## src/rtl/svoel_pkg.sv

```systemverilog
`default_nettype none
// ============================================================================
// svoel_pkg
// Shared types, widths and helpers of the synth voice core.
// ============================================================================
package svoel_pkg;

	localparam int PHASE_BITS_DEF  = 32;
	localparam int SAMPLE_BITS_DEF = 16;

	// Fixed field widths.
	localparam int STEP_W  = 31;
	localparam int GLIDE_W = 16;

	// Serial multiplier: signed multiplicand, unsigned multiplier.
	localparam int MCAND_W = 32;
	localparam int MIER_W  = 17;
	localparam int PROD_W  = MCAND_W + MIER_W;
	localparam int CNT_W   = $clog2(MIER_W + 1);

	typedef logic signed [PROD_W-1:0] prod_t;

	typedef struct packed {
		logic                      start;
		logic signed [MCAND_W-1:0] mcand;
		logic [MIER_W-1:0]         mier;
	} mul_req_t;

	typedef struct packed {
		logic  busy;
		logic  done;
		prod_t product;
	} mul_rsp_t;

	typedef struct packed {
		logic [15:0] attack;
		logic [15:0] decay;
		logic [1:0]  wave;
		logic        sub_en;
		logic [15:0] cutoff;
		logic [15:0] reso;
	} cfg_t;

	// Division by 2^sh that truncates toward zero.
	function automatic prod_t tdiv(input prod_t p, input int unsigned sh);
		prod_t one;
		prod_t bias;
		one  = prod_t'(1);
		bias = p[PROD_W-1] ? ((one <<< sh) - one) : prod_t'(0);
		return (p + bias) >>> sh;
	endfunction

endpackage
`default_nettype wire

```

## src/rtl/svoel_if.sv

```systemverilog
`default_nettype none
// ============================================================================
// svoel_if
// Request channel and sample channel of the synth voice core.
// ============================================================================
interface svoel_cmd_if;
	logic                          valid;
	logic                          ready;
	logic                          action;
	logic [svoel_pkg::STEP_W-1:0]  note_step;
	logic [svoel_pkg::GLIDE_W-1:0] glide_rate;
	logic                          retrigger;

	modport source(output valid, action, note_step, glide_rate, retrigger, input ready);
	modport sink(input valid, action, note_step, glide_rate, retrigger, output ready);
endinterface

interface svoel_audio_if #(parameter int SAMPLE_BITS = svoel_pkg::SAMPLE_BITS_DEF);
	logic                          valid;
	logic                          ready;
	logic signed [SAMPLE_BITS-1:0] sample;

	modport source(output valid, sample, input ready);
	modport sink(input valid, sample, output ready);
endinterface
`default_nettype wire

```

## src/rtl/svoel_mul.sv

```systemverilog
`default_nettype none
// ============================================================================
// svoel_mul
// Bit-serial shift-add multiplier, one multiplier bit per cycle.
// ============================================================================
module svoel_mul (
	input  wire                   clk,
	input  wire                   arst_n,
	input  svoel_pkg::mul_req_t   req,
	output svoel_pkg::mul_rsp_t   rsp
);

	logic [svoel_pkg::CNT_W-1:0]  cnt_q;
	logic                         done_q;
	svoel_pkg::prod_t             mc_q;
	svoel_pkg::prod_t             acc_q;
	logic [svoel_pkg::MIER_W-1:0] mr_q;

	always_ff @(posedge clk or negedge arst_n) begin
		if (!arst_n) begin
			cnt_q  <= '0;
			done_q <= 1'b0;
		end else begin
			done_q <= 1'b0;
			if (req.start) begin
				cnt_q <= svoel_pkg::CNT_W'(svoel_pkg::MIER_W);
			end else if (cnt_q != '0) begin
				cnt_q <= cnt_q - 1'b1;
				if (cnt_q == svoel_pkg::CNT_W'(1)) begin
					done_q <= 1'b1;
				end
			end
		end
	end

	// The multiplicand moves left while the multiplier moves right.
	always_ff @(posedge clk) begin
		if (req.start) begin
			mc_q  <= svoel_pkg::prod_t'(req.mcand);
			mr_q  <= req.mier;
			acc_q <= '0;
		end else if (cnt_q != '0) begin
			if (mr_q[0]) begin
				acc_q <= acc_q + mc_q;
			end
			mc_q <= mc_q <<< 1;
			mr_q <= mr_q >> 1;
		end
	end

	assign rsp.busy    = (cnt_q != '0);
	assign rsp.done    = done_q;
	assign rsp.product = acc_q;

endmodule
`default_nettype wire

```

## src/rtl/svoel_cfg.sv

```systemverilog
`default_nettype none
// ============================================================================
// svoel_cfg
// APB register file holding the voice settings.
// ============================================================================
module svoel_cfg (
	input  wire               clk,
	input  wire               arst_n,
	input  wire               psel,
	input  wire               penable,
	input  wire               pwrite,
	input  wire  [4:0]        paddr,
	input  wire  [31:0]       pwdata,
	output logic [31:0]       prdata,
	output logic              pready,
	output svoel_pkg::cfg_t   cfg
);

	typedef enum logic [2:0] {
		REG_ATTACK = 3'd0,
		REG_DECAY  = 3'd1,
		REG_WAVE   = 3'd2,
		REG_SUB    = 3'd3,
		REG_CUTOFF = 3'd4,
		REG_RESO   = 3'd5
	} reg_idx_t;

	svoel_pkg::cfg_t cfg_q;
	logic            wr_en;
	reg_idx_t        idx;

	assign pready = 1'b1;
	assign wr_en  = psel & penable & pwrite;
	assign idx    = reg_idx_t'(paddr[4:2]);

	always_ff @(posedge clk or negedge arst_n) begin
		if (!arst_n) begin
			cfg_q.attack <= 16'd655;
			cfg_q.decay  <= 16'd65470;
			cfg_q.wave   <= 2'd1;
			cfg_q.sub_en <= 1'b0;
			cfg_q.cutoff <= 16'd16384;
			cfg_q.reso   <= 16'd0;
		end else if (wr_en) begin
			case (idx)
				REG_ATTACK: cfg_q.attack <= pwdata[15:0];
				REG_DECAY:  cfg_q.decay  <= pwdata[15:0];
				REG_WAVE:   cfg_q.wave   <= pwdata[1:0];
				REG_SUB:    cfg_q.sub_en <= pwdata[0];
				REG_CUTOFF: cfg_q.cutoff <= pwdata[15:0];
				REG_RESO:   cfg_q.reso   <= pwdata[15:0];
				default: begin
				end
			endcase
		end
	end

	always_comb begin
		case (idx)
			REG_ATTACK: prdata = {16'd0, cfg_q.attack};
			REG_DECAY:  prdata = {16'd0, cfg_q.decay};
			REG_WAVE:   prdata = {30'd0, cfg_q.wave};
			REG_SUB:    prdata = {31'd0, cfg_q.sub_en};
			REG_CUTOFF: prdata = {16'd0, cfg_q.cutoff};
			REG_RESO:   prdata = {16'd0, cfg_q.reso};
			default:    prdata = 32'd0;
		endcase
	end

	assign cfg = cfg_q;

endmodule
`default_nettype wire

```

## src/rtl/synth_voice_osc_env_ladder_core.sv

```systemverilog
`default_nettype none
// ============================================================================
// synth_voice_osc_env_ladder_core
// One synth voice: gliding oscillator with sub octave, attack/decay envelope
// and a resonant three-pole lowpass, all products on one serial multiplier.
// ============================================================================
//
//  channel  dir  handshake        payload
//  cmd      in   valid / ready    action, note_step, glide_rate, retrigger
//  audio    out  valid / ready    sample
//  apb      in   psel / penable   paddr, pwdata, prdata (pready always high)
//
// A note event is handled in the idle state. A tick runs fifteen products through the
// bit-serial multiplier, each as a load, a step for each multiplier bit and a
// write back, and then emits the sample into the output
// register.
// A new request is taken while a sample waits; a finished tick holds in its
// last step until the output register is free.
// Reset clears the voice state and loads the register defaults.
//
module synth_voice_osc_env_ladder_core #(
	parameter int PHASE_BITS  = svoel_pkg::PHASE_BITS_DEF,
	parameter int SAMPLE_BITS = svoel_pkg::SAMPLE_BITS_DEF
) (
	input  wire         clk,
	input  wire         arst_n,
	svoel_cmd_if.sink   cmd,
	svoel_audio_if.source audio,
	input  wire         psel,
	input  wire         penable,
	input  wire         pwrite,
	input  wire  [4:0]  paddr,
	input  wire  [31:0] pwdata,
	output logic [31:0] prdata,
	output logic        pready
);

	localparam int STEP_W = svoel_pkg::STEP_W;
	localparam int SUM_W  = ((PHASE_BITS > STEP_W) ? PHASE_BITS : STEP_W) + 1;
	localparam int UP     = (SAMPLE_BITS >= 16) ? SAMPLE_BITS - 16 : 0;
	localparam int DN     = (SAMPLE_BITS < 16) ? 16 - SAMPLE_BITS : 0;
	localparam int OW     = 18 + UP + 1;
	localparam logic signed [OW-1:0] DN_MASK = OW'((1 <<< DN) - 1);
	localparam logic signed [OW-1:0] SMAX = OW'((longint'(1) <<< (SAMPLE_BITS - 1)) - 1);
	localparam logic signed [OW-1:0] SMIN = -SMAX - OW'(1);

	localparam logic [1:0] WAVE_SAW    = 2'd1;
	localparam logic [1:0] WAVE_SQUARE = 2'd2;
	localparam logic [1:0] WAVE_MIX    = 2'd3;

	typedef enum logic [3:0] {
		ST_IDLE = 4'b0001,
		ST_LOAD = 4'b0010,
		ST_WAIT = 4'b0100,
		ST_EMIT = 4'b1000
	} state_t;

	typedef enum logic [3:0] {
		OP_GLIDE, OP_DECAY, OP_SUB, OP_ENV, OP_FB, OP_HP, OP_COMP, OP_SQ,
		OP_SHAPE, OP_P0A, OP_P0B, OP_P1A, OP_P1B, OP_P2A, OP_P2B
	} op_t;

	svoel_pkg::cfg_t     cfg;
	svoel_pkg::mul_req_t mreq;
	svoel_pkg::mul_rsp_t mrsp;

	state_t                  state_q;
	op_t                     op_q;
	logic [PHASE_BITS-1:0]   phase_q;
	logic [STEP_W-1:0]       cur_q;
	logic [STEP_W-1:0]       tgt_q;
	logic [15:0]             glide_q;
	logic [16:0]             env_q;
	logic                    att_q;
	logic                    sub_q;
	logic signed [17:0]      pole_q [3];
	logic signed [17:0]      hps_q;
	logic signed [17:0]      lfb_q;
	logic                    out_v_q;
	logic signed [SAMPLE_BITS-1:0] sample_q;

	// Per-tick intermediates.
	logic signed [17:0]      raw_q;
	logic signed [17:0]      x_q;
	logic signed [17:0]      fb_q;
	logic signed [17:0]      v_q;
	logic [15:0]             v2_q;
	logic signed [17:0]      y_q;
	svoel_pkg::prod_t        acc_q;

	svoel_cfg u_cfg (
		.clk     (clk),
		.arst_n  (arst_n),
		.psel    (psel),
		.penable (penable),
		.pwrite  (pwrite),
		.paddr   (paddr),
		.pwdata  (pwdata),
		.prdata  (prdata),
		.pready  (pready),
		.cfg     (cfg)
	);

	svoel_mul u_mul (
		.clk    (clk),
		.arst_n (arst_n),
		.req    (mreq),
		.rsp    (mrsp)
	);

	// ---------------- waveform ----------------
	logic [15:0]        u;
	logic [15:0]        u_sh;
	logic signed [15:0] saw16;
	logic signed [17:0] saw;
	logic signed [17:0] sq;
	logic signed [17:0] sq_sh;
	logic signed [17:0] mix_sum;
	logic signed [17:0] mix_b;
	logic signed [17:0] mix;
	logic signed [17:0] raw_c;

	assign u       = phase_q[PHASE_BITS-1 -: 16];
	assign u_sh    = u + 16'd16384;
	assign saw16   = {~u[15], u[14:0]};
	assign saw     = 18'(saw16);
	assign sq      = u[15] ? -18'sd32768 : 18'sd32768;
	assign sq_sh   = u_sh[15] ? -18'sd32768 : 18'sd32768;
	assign mix_sum = saw + sq_sh;
	assign mix_b   = mix_sum[17] ? 18'sd1 : 18'sd0;
	assign mix     = (mix_sum + mix_b) >>> 1;

	always_comb begin
		case (cfg.wave)
			WAVE_SAW:    raw_c = saw;
			WAVE_SQUARE: raw_c = sq;
			WAVE_MIX:    raw_c = mix;
			default:     raw_c = 18'sd0;
		endcase
	end

	// ---------------- operand selection ----------------
	logic signed [31:0] diff;
	logic [16:0]        a_c;
	logic [16:0]        inv_a;
	logic [16:0]        comp;
	logic signed [19:0] hp_in;
	logic signed [17:0] v_abs;
	logic [16:0]        shp;

	assign diff  = $signed({1'b0, tgt_q}) - $signed({1'b0, cur_q});
	assign a_c   = (cfg.cutoff > 16'd32768) ? 17'd32768 : {1'b0, cfg.cutoff};
	assign inv_a = 17'd65536 - a_c;
	assign comp  = 17'd16384 + {2'b00, cfg.reso[15:1]};
	assign hp_in = 20'(hps_q) + 20'(fb_q) - 20'(lfb_q);
	assign v_abs = v_q[17] ? -v_q : v_q;
	assign shp   = 17'd49152 - {2'b00, v2_q[15:1]};

	always_comb begin
		mreq.start = (state_q == ST_LOAD);
		case (op_q)
			OP_GLIDE: begin mreq.mcand = diff;                mreq.mier = {1'b0, glide_q}; end
			OP_DECAY: begin mreq.mcand = 32'(env_q);          mreq.mier = {1'b0, cfg.decay}; end
			OP_SUB:   begin mreq.mcand = 32'(raw_c);          mreq.mier = 17'd22938; end
			OP_ENV:   begin mreq.mcand = 32'(raw_q);          mreq.mier = env_q; end
			OP_FB:    begin mreq.mcand = 32'(pole_q[2]);      mreq.mier = {1'b0, cfg.reso}; end
			OP_HP:    begin mreq.mcand = 32'(hp_in);          mreq.mier = 17'd63570; end
			OP_COMP:  begin mreq.mcand = 32'(x_q);            mreq.mier = comp; end
			OP_SQ:    begin mreq.mcand = 32'(v_abs);          mreq.mier = v_abs[16:0]; end
			OP_SHAPE: begin mreq.mcand = 32'(v_q);            mreq.mier = shp; end
			OP_P0A:   begin mreq.mcand = 32'(y_q);            mreq.mier = a_c; end
			OP_P0B:   begin mreq.mcand = 32'(pole_q[0]);      mreq.mier = inv_a; end
			OP_P1A:   begin mreq.mcand = 32'(pole_q[0]);      mreq.mier = a_c; end
			OP_P1B:   begin mreq.mcand = 32'(pole_q[1]);      mreq.mier = inv_a; end
			OP_P2A:   begin mreq.mcand = 32'(pole_q[1]);      mreq.mier = a_c; end
			OP_P2B:   begin mreq.mcand = 32'(pole_q[2]);      mreq.mier = inv_a; end
			default:  begin mreq.mcand = 32'sd0;              mreq.mier = 17'd0; end
		endcase
	end

	// ---------------- result shaping ----------------
	svoel_pkg::prod_t p;
	svoel_pkg::prod_t q14;
	svoel_pkg::prod_t q15;
	svoel_pkg::prod_t q16;
	svoel_pkg::prod_t sub_t;
	svoel_pkg::prod_t sub_r;
	svoel_pkg::prod_t pole_n;
	svoel_pkg::prod_t v_pre;
	logic signed [17:0] hp_c;
	logic signed [17:0] v_c;
	logic [SUM_W-1:0]   sum;
	logic               wrap;
	logic [17:0]        e_sum;
	logic               wb;

	assign p      = mrsp.product;
	assign q14    = svoel_pkg::tdiv(p, 14);
	assign q15    = svoel_pkg::tdiv(p, 15);
	assign q16    = svoel_pkg::tdiv(p, 16);
	// Sub-octave square at 0.3 of full scale.
	assign sub_t  = p + (sub_q ? svoel_pkg::prod_t'(322109440) : -svoel_pkg::prod_t'(322109440));
	assign sub_r  = svoel_pkg::tdiv(sub_t, 15);
	assign pole_n = svoel_pkg::tdiv(acc_q + p, 16);
	assign v_pre  = q14 - svoel_pkg::prod_t'(hps_q);
	assign sum    = SUM_W'(phase_q) + SUM_W'(cur_q);
	assign wrap   = |sum[SUM_W-1:PHASE_BITS];
	assign e_sum  = 18'(env_q) + 18'(cfg.attack);
	assign wb     = (state_q == ST_WAIT) && mrsp.done;

	always_comb begin
		if (q16 > svoel_pkg::prod_t'(131071)) begin
			hp_c = 18'sd131071;
		end else if (q16 < -svoel_pkg::prod_t'(131072)) begin
			hp_c = -18'sd131072;
		end else begin
			hp_c = q16[17:0];
		end
		if (v_pre > svoel_pkg::prod_t'(32768)) begin
			v_c = 18'sd32768;
		end else if (v_pre < -svoel_pkg::prod_t'(32768)) begin
			v_c = -18'sd32768;
		end else begin
			v_c = v_pre[17:0];
		end
	end

	// ---------------- output scaling ----------------
	logic signed [OW-1:0] scaled;
	logic signed [OW-1:0] bias_o;
	logic signed [OW-1:0] os;
	logic signed [OW-1:0] os_c;

	assign scaled = OW'(pole_q[2]) <<< UP;
	assign bias_o = scaled[OW-1] ? DN_MASK : OW'(0);
	assign os     = (scaled + bias_o) >>> DN;
	assign os_c   = (os > SMAX) ? SMAX : ((os < SMIN) ? SMIN : os);

	// ---------------- sequencer and voice state ----------------
	logic emit_go;

	assign emit_go   = (state_q == ST_EMIT) && (!out_v_q || audio.ready);
	assign cmd.ready = (state_q == ST_IDLE);

	always_ff @(posedge clk or negedge arst_n) begin
		if (!arst_n) begin
			state_q   <= ST_IDLE;
			op_q      <= OP_GLIDE;
			phase_q   <= '0;
			cur_q     <= '0;
			tgt_q     <= '0;
			glide_q   <= '0;
			env_q     <= '0;
			att_q     <= 1'b0;
			sub_q     <= 1'b0;
			pole_q[0] <= '0;
			pole_q[1] <= '0;
			pole_q[2] <= '0;
			hps_q     <= '0;
			lfb_q     <= '0;
			out_v_q   <= 1'b0;
		end else begin
			if (emit_go) begin
				out_v_q <= 1'b1;
			end else if (audio.ready) begin
				out_v_q <= 1'b0;
			end
			case (state_q)
				ST_IDLE: begin
					if (cmd.valid) begin
						if (cmd.action) begin
							tgt_q   <= cmd.note_step;
							glide_q <= cmd.glide_rate;
							if (cmd.retrigger) begin
								env_q <= '0;
								att_q <= 1'b1;
							end
						end else begin
							op_q    <= OP_GLIDE;
							state_q <= ST_LOAD;
						end
					end
				end
				ST_LOAD: begin
					state_q <= ST_WAIT;
				end
				ST_WAIT: begin
					if (wb) begin
						case (op_q)
							OP_GLIDE: begin
								cur_q <= cur_q + q16[STEP_W-1:0];
								if (att_q) begin
									if (e_sum >= 18'd65536) begin
										env_q <= 17'd65536;
										att_q <= 1'b0;
									end else begin
										env_q <= e_sum[16:0];
									end
								end
							end
							OP_DECAY: begin
								phase_q <= sum[PHASE_BITS-1:0];
								if (wrap) begin
									sub_q <= ~sub_q;
								end
								if (!att_q) begin
									env_q <= q16[16:0];
								end
							end
							OP_HP: begin
								hps_q <= hp_c;
								lfb_q <= fb_q;
							end
							OP_P0B: pole_q[0] <= pole_n[17:0];
							OP_P1B: pole_q[1] <= pole_n[17:0];
							OP_P2B: pole_q[2] <= pole_n[17:0];
							default: begin
							end
						endcase
						if (op_q == OP_P2B) begin
							state_q <= ST_EMIT;
						end else begin
							op_q    <= op_t'(op_q + 4'd1);
							state_q <= ST_LOAD;
						end
					end
				end
				ST_EMIT: begin
					if (emit_go) begin
						state_q <= ST_IDLE;
					end
				end
				default: state_q <= ST_IDLE;
			endcase
		end
	end

	always_ff @(posedge clk) begin
		if (wb) begin
			case (op_q)
				OP_SUB:   raw_q <= cfg.sub_en ? sub_r[17:0] : raw_c;
				OP_ENV:   x_q   <= q16[17:0];
				OP_FB:    fb_q  <= q14[17:0];
				OP_COMP:  v_q   <= v_c;
				OP_SQ:    v2_q  <= p[30:15];
				OP_SHAPE: y_q   <= q15[17:0];
				OP_P0A, OP_P1A, OP_P2A: acc_q <= p;
				default: begin
				end
			endcase
		end
		if (emit_go) begin
			sample_q <= os_c[SAMPLE_BITS-1:0];
		end
	end

	assign audio.valid  = out_v_q;
	assign audio.sample = sample_q;

`ifndef SYNTHESIS
	a_load_idle_mul: assert property (@(posedge clk) disable iff (!arst_n)
		(state_q == ST_LOAD) |-> !mrsp.busy)
		else $error("multiplier started while busy");

	a_done_in_wait: assert property (@(posedge clk) disable iff (!arst_n)
		mrsp.done |-> (state_q == ST_WAIT))
		else $error("multiplier result outside wait step");

	a_env_range: assert property (@(posedge clk) disable iff (!arst_n)
		env_q <= 17'd65536)
		else $error("envelope above full scale");

	a_emit_holds: assert property (@(posedge clk) disable iff (!arst_n)
		(state_q == ST_EMIT && out_v_q && !audio.ready) |=> (state_q == ST_EMIT))
		else $error("sample overwrote a pending output");

	a_idle_no_mul: assert property (@(posedge clk) disable iff (!arst_n)
		(state_q == ST_IDLE) |-> !mrsp.busy)
		else $error("multiplier busy while idle");
`endif

endmodule
`default_nettype wire
```

## src/flat_wrapper.sv

```systemverilog
// flat-port wrapper written by rule: the top's interface ports become plain ports
module synth_voice_osc_env_ladder_core_flat 
#(
	parameter int PHASE_BITS  = svoel_pkg::PHASE_BITS_DEF,
	parameter int SAMPLE_BITS = svoel_pkg::SAMPLE_BITS_DEF
)
  (clk, arst_n, psel, penable, pwrite, paddr, pwdata, prdata, pready, cmd_valid, cmd_action, cmd_note_step, cmd_glide_rate, cmd_retrigger, cmd_ready, audio_valid, audio_sample, audio_ready);
  svoel_cmd_if cmd_i ();
  svoel_audio_if #(.SAMPLE_BITS(SAMPLE_BITS)) audio_i ();
  input  wire clk;
  input  wire arst_n;
  input  wire psel;
  input  wire penable;
  input  wire pwrite;
  input  wire  [4:0] paddr;
  input  wire  [31:0] pwdata;
  output logic [31:0] prdata;
  output logic pready;
  input wire logic [$bits(cmd_i.valid)-1:0] cmd_valid;
  input wire logic [$bits(cmd_i.action)-1:0] cmd_action;
  input wire logic [$bits(cmd_i.note_step)-1:0] cmd_note_step;
  input wire logic [$bits(cmd_i.glide_rate)-1:0] cmd_glide_rate;
  input wire logic [$bits(cmd_i.retrigger)-1:0] cmd_retrigger;
  output wire logic [$bits(cmd_i.ready)-1:0] cmd_ready;
  output wire logic [$bits(audio_i.valid)-1:0] audio_valid;
  output wire logic [$bits(audio_i.sample)-1:0] audio_sample;
  input wire logic [$bits(audio_i.ready)-1:0] audio_ready;
  assign cmd_i.valid = cmd_valid;
  assign cmd_i.action = cmd_action;
  assign cmd_i.note_step = cmd_note_step;
  assign cmd_i.glide_rate = cmd_glide_rate;
  assign cmd_i.retrigger = cmd_retrigger;
  assign cmd_ready = cmd_i.ready;
  assign audio_valid = audio_i.valid;
  assign audio_sample = audio_i.sample;
  assign audio_i.ready = audio_ready;
  synth_voice_osc_env_ladder_core #(.PHASE_BITS(PHASE_BITS), .SAMPLE_BITS(SAMPLE_BITS)) u_core (.clk(clk), .arst_n(arst_n), .cmd(cmd_i), .audio(audio_i), .psel(psel), .penable(penable), .pwrite(pwrite), .paddr(paddr), .pwdata(pwdata), .prdata(prdata), .pready(pready));
endmodule
```

## config.mk

```make
export PLATFORM = sky130hd
export DESIGN_NAME = synth_voice_osc_env_ladder_core_flat
export DESIGN_NICKNAME = d
export VERILOG_FILES = /design/src/rtl/svoel_pkg.sv /design/src/rtl/svoel_if.sv /design/src/rtl/svoel_mul.sv /design/src/rtl/svoel_cfg.sv /design/src/rtl/synth_voice_osc_env_ladder_core.sv /design/src/flat_wrapper.sv
export SDC_FILE = /design/constraint.sdc
export NUM_CORES = 2
export LEC_CHECK = 0
export BUFFER_PORTS_ARGS = -buffer_cell sky130_fd_sc_hd__buf_4
export CAP_MARGIN = 20
export CORE_UTILIZATION = 40
export CTS_CLUSTER_DIAMETER = 200
export CTS_CLUSTER_SIZE = 8
export DETAILED_ROUTE_END_ITERATION = 8
export PLACE_DENSITY = 0.64
export SETUP_SLACK_MARGIN = 0.1
export SYNTH_ARGS = -nofsm -noshare
export SYNTH_HDL_FRONTEND = slang
export SYNTH_SLANG_ARGS = --single-unit
export TNS_END_PERCENT = 100
```

## constraint.sdc

```tcl
create_clock -name clk -period 8 [get_ports clk]
set_input_delay 0.8 -clock clk [delete_from_list [all_inputs] [get_ports clk]]
set_output_delay 0.8 -clock clk [all_outputs]
set_load 0.01 [all_outputs]
```

Word level (Yosys, flattened, before mapping). Index checks and enable logic that the tools add are counted.

Add/sub/neg operators: 24. Magnitude comparators: 8. Eq/ne operators: 38. Multiplexer cells: 58. Bitwise operators: 4. Reduce and logical (&&, ||, !) cells: 38.

Operator list (number): $pmux W49 S15 (1); $mux W17 (9); $add A49 B49 Y49 (3); $mux W49 (3); $mux W18 (7); $pmux W16 S6 (1); $pmux W17 S2 (2); $add A33 B33 Y33 (2); $mux W16 (4); $pmux W18 S3 (1); $add A49 B15 Y49 (1); $add A49 B17 Y49 (1); $gt A49 B17 Y1 const B (1); $lt A49 B16 Y1 const B (1); $mux W4 (9); $sub A35 B18 Y36 (1); $add A34 B34 Y34 (1); $add A32 B31 Y33 (1); $gt A33 B18 Y1 const B (1); $lt A33 B18 Y1 const B (1); $eq A4 B4 Y1 const B (8); $sub A31 B31 Y32 (1); $add A31 B31 Y31 (1); $mux W15 (2); other kinds (52) (107).

Register bits after elaboration: 587. Input port bits: 93. Logic and storage cells: 205.

Longest topological paths before layout.
Word-level depth: 8. Mapped depth: 31. Depth with buffers taken out: 28.

Hierarchy. From an unflattened synthesis, not the netlist that was laid out.

Cells, all modules: 4794. Area total of the unflattened synthesis: 43804.5 um^2.

Modules (own cells, without submodules): synth_voice_osc_env_ladder_core (times used 1, cells each 3768, area each 32785.2 um^2); svoel_mul (times used 1, cells each 811, area each 7731.2 um^2); svoel_cfg (times used 1, cells each 215, area each 3288.2 um^2).

Least setup slack after synthesis. No wires, ideal clock.

Kind: register to register. Start: reg u_core.u_mul.acc_q[48]. End: reg u_core.v_q[0] (data pin). Setup time: 265 ps. Arrival time: 6275 ps. Required time: 7735 ps. Setup slack: 1460 ps. Stages on the path, launching flop included: 32. Clock period less this slack: 6540 ps. Path through: dfxtp_1 -> ha_1 -> a21o_1 -> a21o_1 -> a211oi_1 -> o211ai_1 -> a221o_2 -> and2_1 -> buf_2 -> nand4_1 -> nor3_1 -> and2_0 -> clkbuf_1 -> nand3_1 -> inv_1 -> and3_1 -> xor2_1 -> ha_1 -> clkbuf_1 -> a21o_1 -> a21o_1 -> a21o_1 -> or4_1 -> and3_1 -> nor3_1 -> o311ai_1 -> nor2b_1 -> nand4_1 -> nor4bb_1 -> a22oi_1 -> clkbuf_1 -> nor2_1.

Cells in the longest elaborated chain, start to end: 5. Elaborated cells on any way between the ends: 6. Classes of those cells: add/sub: 2; order compare: 2; mux: 1; reduce/logical: 1.

RTL lines: start: declaration (RTL line svoel_mul.sv:16) `svoel_pkg::prod_t acc_q;`; start signal: assignment (RTL line svoel_mul.sv:44) `acc_q <= acc_q + mc_q;`; $mux W14 (RTL line svoel_pkg.sv:49) `bias = p[PROD_W-1] ? ((one <<< sh) - one) : prod_t'(0);`; $add A49 B15 Y49 (*) (RTL line svoel_pkg.sv:50) `return (p + bias) >>> sh;`; $sub A35 B18 Y36 (*) (RTL line synth_voice_osc_env_ladder_core.sv:205) `assign v_pre = q14 - svoel_pkg::prod_t'(hps_q);`; $lt A49 B16 Y1 or $gt A49 B17 Y1 (tied branches) (RTL line synth_voice_osc_env_ladder_core.sv:221, synth_voice_osc_env_ladder_core.sv:219); $reduce_or A2 Y1 (no source line); end signal: assignment (RTL line synth_voice_osc_env_ladder_core.sv:344) `OP_COMP: v_q <= v_c;`; end: declaration (RTL line synth_voice_osc_env_ladder_core.sv:86) `logic signed [17:0] v_q;`.

Mark *: on every way between the ends. The rest lies on a longest branch, timed or not. A chain may end at the register's enable or synchronous reset.

Worst setup path after layout.
Start: reg u_core.u_mul.acc_q[48]. End: reg u_core.v_q[7] (data pin).

Same word-level chain as after synthesis.

==> summary.md <==
| Metric | Value |
|---|---|
| Worst path most repeated cell | buf_4 |
| Synth area leader | edfxtp_1 |
| # resized after CTS | 0 |
| Clock slew at reported path FFs | ~0.050 ns |
| Routability cong. | approximately 1 |
| Most common cell after layout, fill and taps aside | nand2_1 |
| Status | complete, no violations |
| Number of CTS-inserted buffers | a little over 80 |
| First-pass DRT Iterations | 6 |
| Power Density | 349 mW/mm^2 |
| Met2 Use GR | about two fifths |
| CTS Hold Bufs | 0 |
| Largest net degree at the start of global routing | roughly 150 |
| Average size of a mapped cell | ~9.3 um^2 |
| Mapped cell area | between 0.04 and 0.05 mm^2 |
| Filler cells | 10100 |
| Die Ht | between 300 and 400 um |
| Fraction of registers with async set/reset | around half |
| R2R setup slack | roughly 0.95 ns |
| Number of synthesized flops with an enable pin | ~240 |
| Reg2Reg Depth | 28 |
| Post-CTS setup buffer count | 0 |
| Share of post-route cells with drive strength above 1 | around an eighth |
| Yosys reg bits | about 590 |
| VDD IR max | approximately 0.25 mV |
| GRT Total Usage | a little over a quarter |
| Design area | 0.0476 mm^2 |
| Pre-CTS setup slack | around 1.0 ns |
| Iter 0 DRT Violations | ~3700 |
| Yosys top cell area share | ~17% |
| Ports | 144 |
| Drt drc | 0 |
| Met3 GRT Util | under 10% |
| Hold Crit Class | in2async |
| Antenna viol nets, final | 0 |
| Max Clk Rate | 0.142 GHz |
| Reg-to-reg critical path startpoint | u_core.u_mul.acc_q[48] |
| Row Count | between 100 and 150 |
| Die X | between 300 and 400 um |
| Relative slew margins | around a fifth |
| RSZ-0062 raised after global routing | no |
| Final instance count without filler cells | roughly 6100 |
| Buffer depth of the longest clock path | 3 |
| Placed cell count | roughly 6000 |
| Critical path fanouts, max | 15 |
| Top Usage Layer GRT | met2 |
| Worst setup SP type | flop |
| Post-Route WL | about 140 mm |
| Initial antenna violation count | 3 |
| Slowest cell delay on critical path | around 0.48 ns |
| Arrival time worst endpoint | around 7.6 ns |
| Kind of end point of the critical path | flop |
| Leakage Power | slightly above 20 nW |
| Worst R2R End | u_core.v_q[7] |
| Drt via density | 5.91 |
| H-Tree Level Count | 3 |
| Global-route wire length before repair | ~210 mm |
| Final Skew | approximately 0.053 ns |
| Met1 usage | 34.6% |
| Most frequent cells in the layout | 460 x nand2_1, 348 x ha_1, 314 x a21oi_1 |
| Most used DFF post-synth | dfrtp_1 |
| Final min period | 7.05 ns |
| Max-cap viol count | 0 |
| Die ar. | approximately 0.11 mm^2 |
| Fin nets | between 5000 and 6000 |
| Hpwl dp | approximately 110 mm |
| Final setup vio count | 0 |
| Max-slew violations | 0 |
| Hold Vio Cnt, Final | 0 |
| Post-route setup TNS | 0 ns |
| Crit share post-route | approximately 88% |
| Detailed-route via count | 36200 |
| Ys Warns | 0 |
| DP Area | between 0.04 and 0.05 mm^2 |
| Top cells by area, synth | edfxtp_1 17%, dfrtp_1 16%, ha_1 10%, mux2_2 4.4%, xnor2_1 4.4% |
| CTS tree | done |
| Core area | roughly 0.11 mm^2 |
| Cell variety after synth | just under 100 |
| Area delta synth->final | 12.1% |
| Post-Synthesis Cells | between 4000 and 5000 |
| CP Class | reg2reg |
| Worst path required time | between 8 and 9 ns |
| Setup ws final | about 0.95 ns |
| Sink Count | approximately 600 |
| Crit path max-delay cell type | or4_1 |
| Clk root buf | clkbuf_16 |
| Clock Latency Late Sink | about 0.69 ns |
| Seq/Total Area, Yosys | roughly 37% |
| Least-Margin Pin Slew | ~1.2 ns |
| Input/output buffers | 108 |
| Initial core utilization | 40.3% |
| Vias in the first global route | 34200 |
| Gr ovfl total | 0 |
| Routed len/inst | between 20 and 25 um |
[synthesized netlist by cell type (all sizes together) (18+ instances only)]
| cell | count |
|---|---|
| a222oi | 23 |
| edfxtp | 236 |
| nor2 | 312 |
| or3 | 26 |
| o211ai | 40 |
| clkbuf | 162 |
| and2 | 39 |
| o21a | 48 |
| o31ai | 22 |
| nor4 | 21 |
| dfstp | 23 |
| xnor2 | 211 |
| fa | 26 |
| a21oi | 327 |
| nand2b | 47 |
| a21o | 134 |
| o21ai | 296 |
| ha | 348 |
| nor2b | 60 |
| or2 | 18 |
| a2111oi | 18 |
| buf | 48 |
| nand3 | 123 |
| a31oi | 40 |
| dfrtp | 278 |
| mux2 | 170 |
| a22oi | 65 |
| dfxtp | 49 |
| inv | 210 |
| nand4 | 56 |
| a211oi | 47 |
| and3 | 38 |
| nand2 | 472 |
| xor2 | 153 |
| a221oi | 20 |
| o21bai | 36 |
| nor3 | 89 |
[power by group]
group | total (mW) | switching, mW | internal (mW)
clock | 3.43 | 1.45 | 1.98
sequential | 4.38 | 0.596 | 3.78
combinational | 8.78 | 5.33 | 3.45
total | 16.6 | 7.38 | 9.21
[metal layers]
metal | up-vias | part of all wire [%]
met5 | - | 0.0091
met4 | 2 | 5.1
met3 | 338 | 9.4
met2 | 1541 | 44
met1 | 17400 | 41
li1 | 16900 | -
[critical path: cells and delay by family (launching register included)]
family                   cells  cell delay [ns]
buffers and inverters        5             0.96
flip-flops                   1             0.40
AO/OA/AOI/OAI                9             1.68
XOR/XNOR                     1             0.17
adder cells (fa/ha/maj)      2             0.66
AND/OR/NAND/NOR             11             3.02
[sequential cells by signal, summed over array words and instances, names as in the netlist, 31 cells and up]
name	cells
u_core.cur_q	31
u_core.tgt_q	31
u_core.acc_q	49
u_core.u_mul.mc_q	49
u_core.phase_q	32
u_core.u_cfg.cfg	67
u_core.u_mul.acc_q	49
u_core.pole_q	54
[final cells by class]
class	count	area (um^2)	share of cell area, %
inverter	210	788	1.66
clock buffer	143	2320	4.88
sequential	586	15600	32.9
antenna	2	5.00	0.0105
timing repair buffer	213	1620	3.41
multi-input combinational	3573	25300	53.2
tap	1391	1740	3.66
clock inverter	7	155	0.326
[metrics by stage]
| stage | hold WS [ns] | power, mW | utilization, % |
|---|---|---|---|
| after floorplan | 0.450 | 10.2 | - |
| after global placement | 0.464 | 12.9 | 42.8 |
| after detailed placement | 0.475 | 13.0 | 42.8 |
| after CTS | 0.208 | 16.5 | 45.2 |
| after global routing | 0.252 | 17.6 | 45.2 |
| final | 0.175 | 16.6 | 45.2 |
[how the worst max path moves through the flow]
stage / from / end / slack (ns) / cells after the start
after global routing: u_core.u_mul.acc_q[48] / u_core.v_q[7] / 0.34 / 28
after floorplan: u_core.u_mul.acc_q[48] / u_core.v_q[0] / 1.46 / 31
final: u_core.u_mul.acc_q[48] / u_core.v_q[7] / 0.95 / 28
after CTS: u_core.u_mul.acc_q[48] / u_core.v_q[7] / 1.03 / 28
after global placement: u_core.u_mul.acc_q[48] / u_core.v_q[3] / 1.12 / 27
after detailed placement: u_core.u_mul.acc_q[48] / u_core.v_q[3] / 1.04 / 28
[logic make-up (layout without fill, tap and decap cells)]
| logic type | count (synthesis) | in the layout | synth area share [%] |
|---|---|---|---|
| buf+inv | 420 | 573 | 3.94 |
| other cells | 2 | 19 | 0.0177 |
| compound gates | 1267 | 1267 | 19.5 |
| fa+ha+maj | 374 | 374 | 11.5 |
| xor+xnor | 364 | 364 | 7.53 |
| mux | 197 | 197 | 5.56 |
| flops | 586 | 586 | 36.8 |
| simple gates | 1354 | 1354 | 15.1 |
Note: power is estimated with default switching activity, not from simulation.
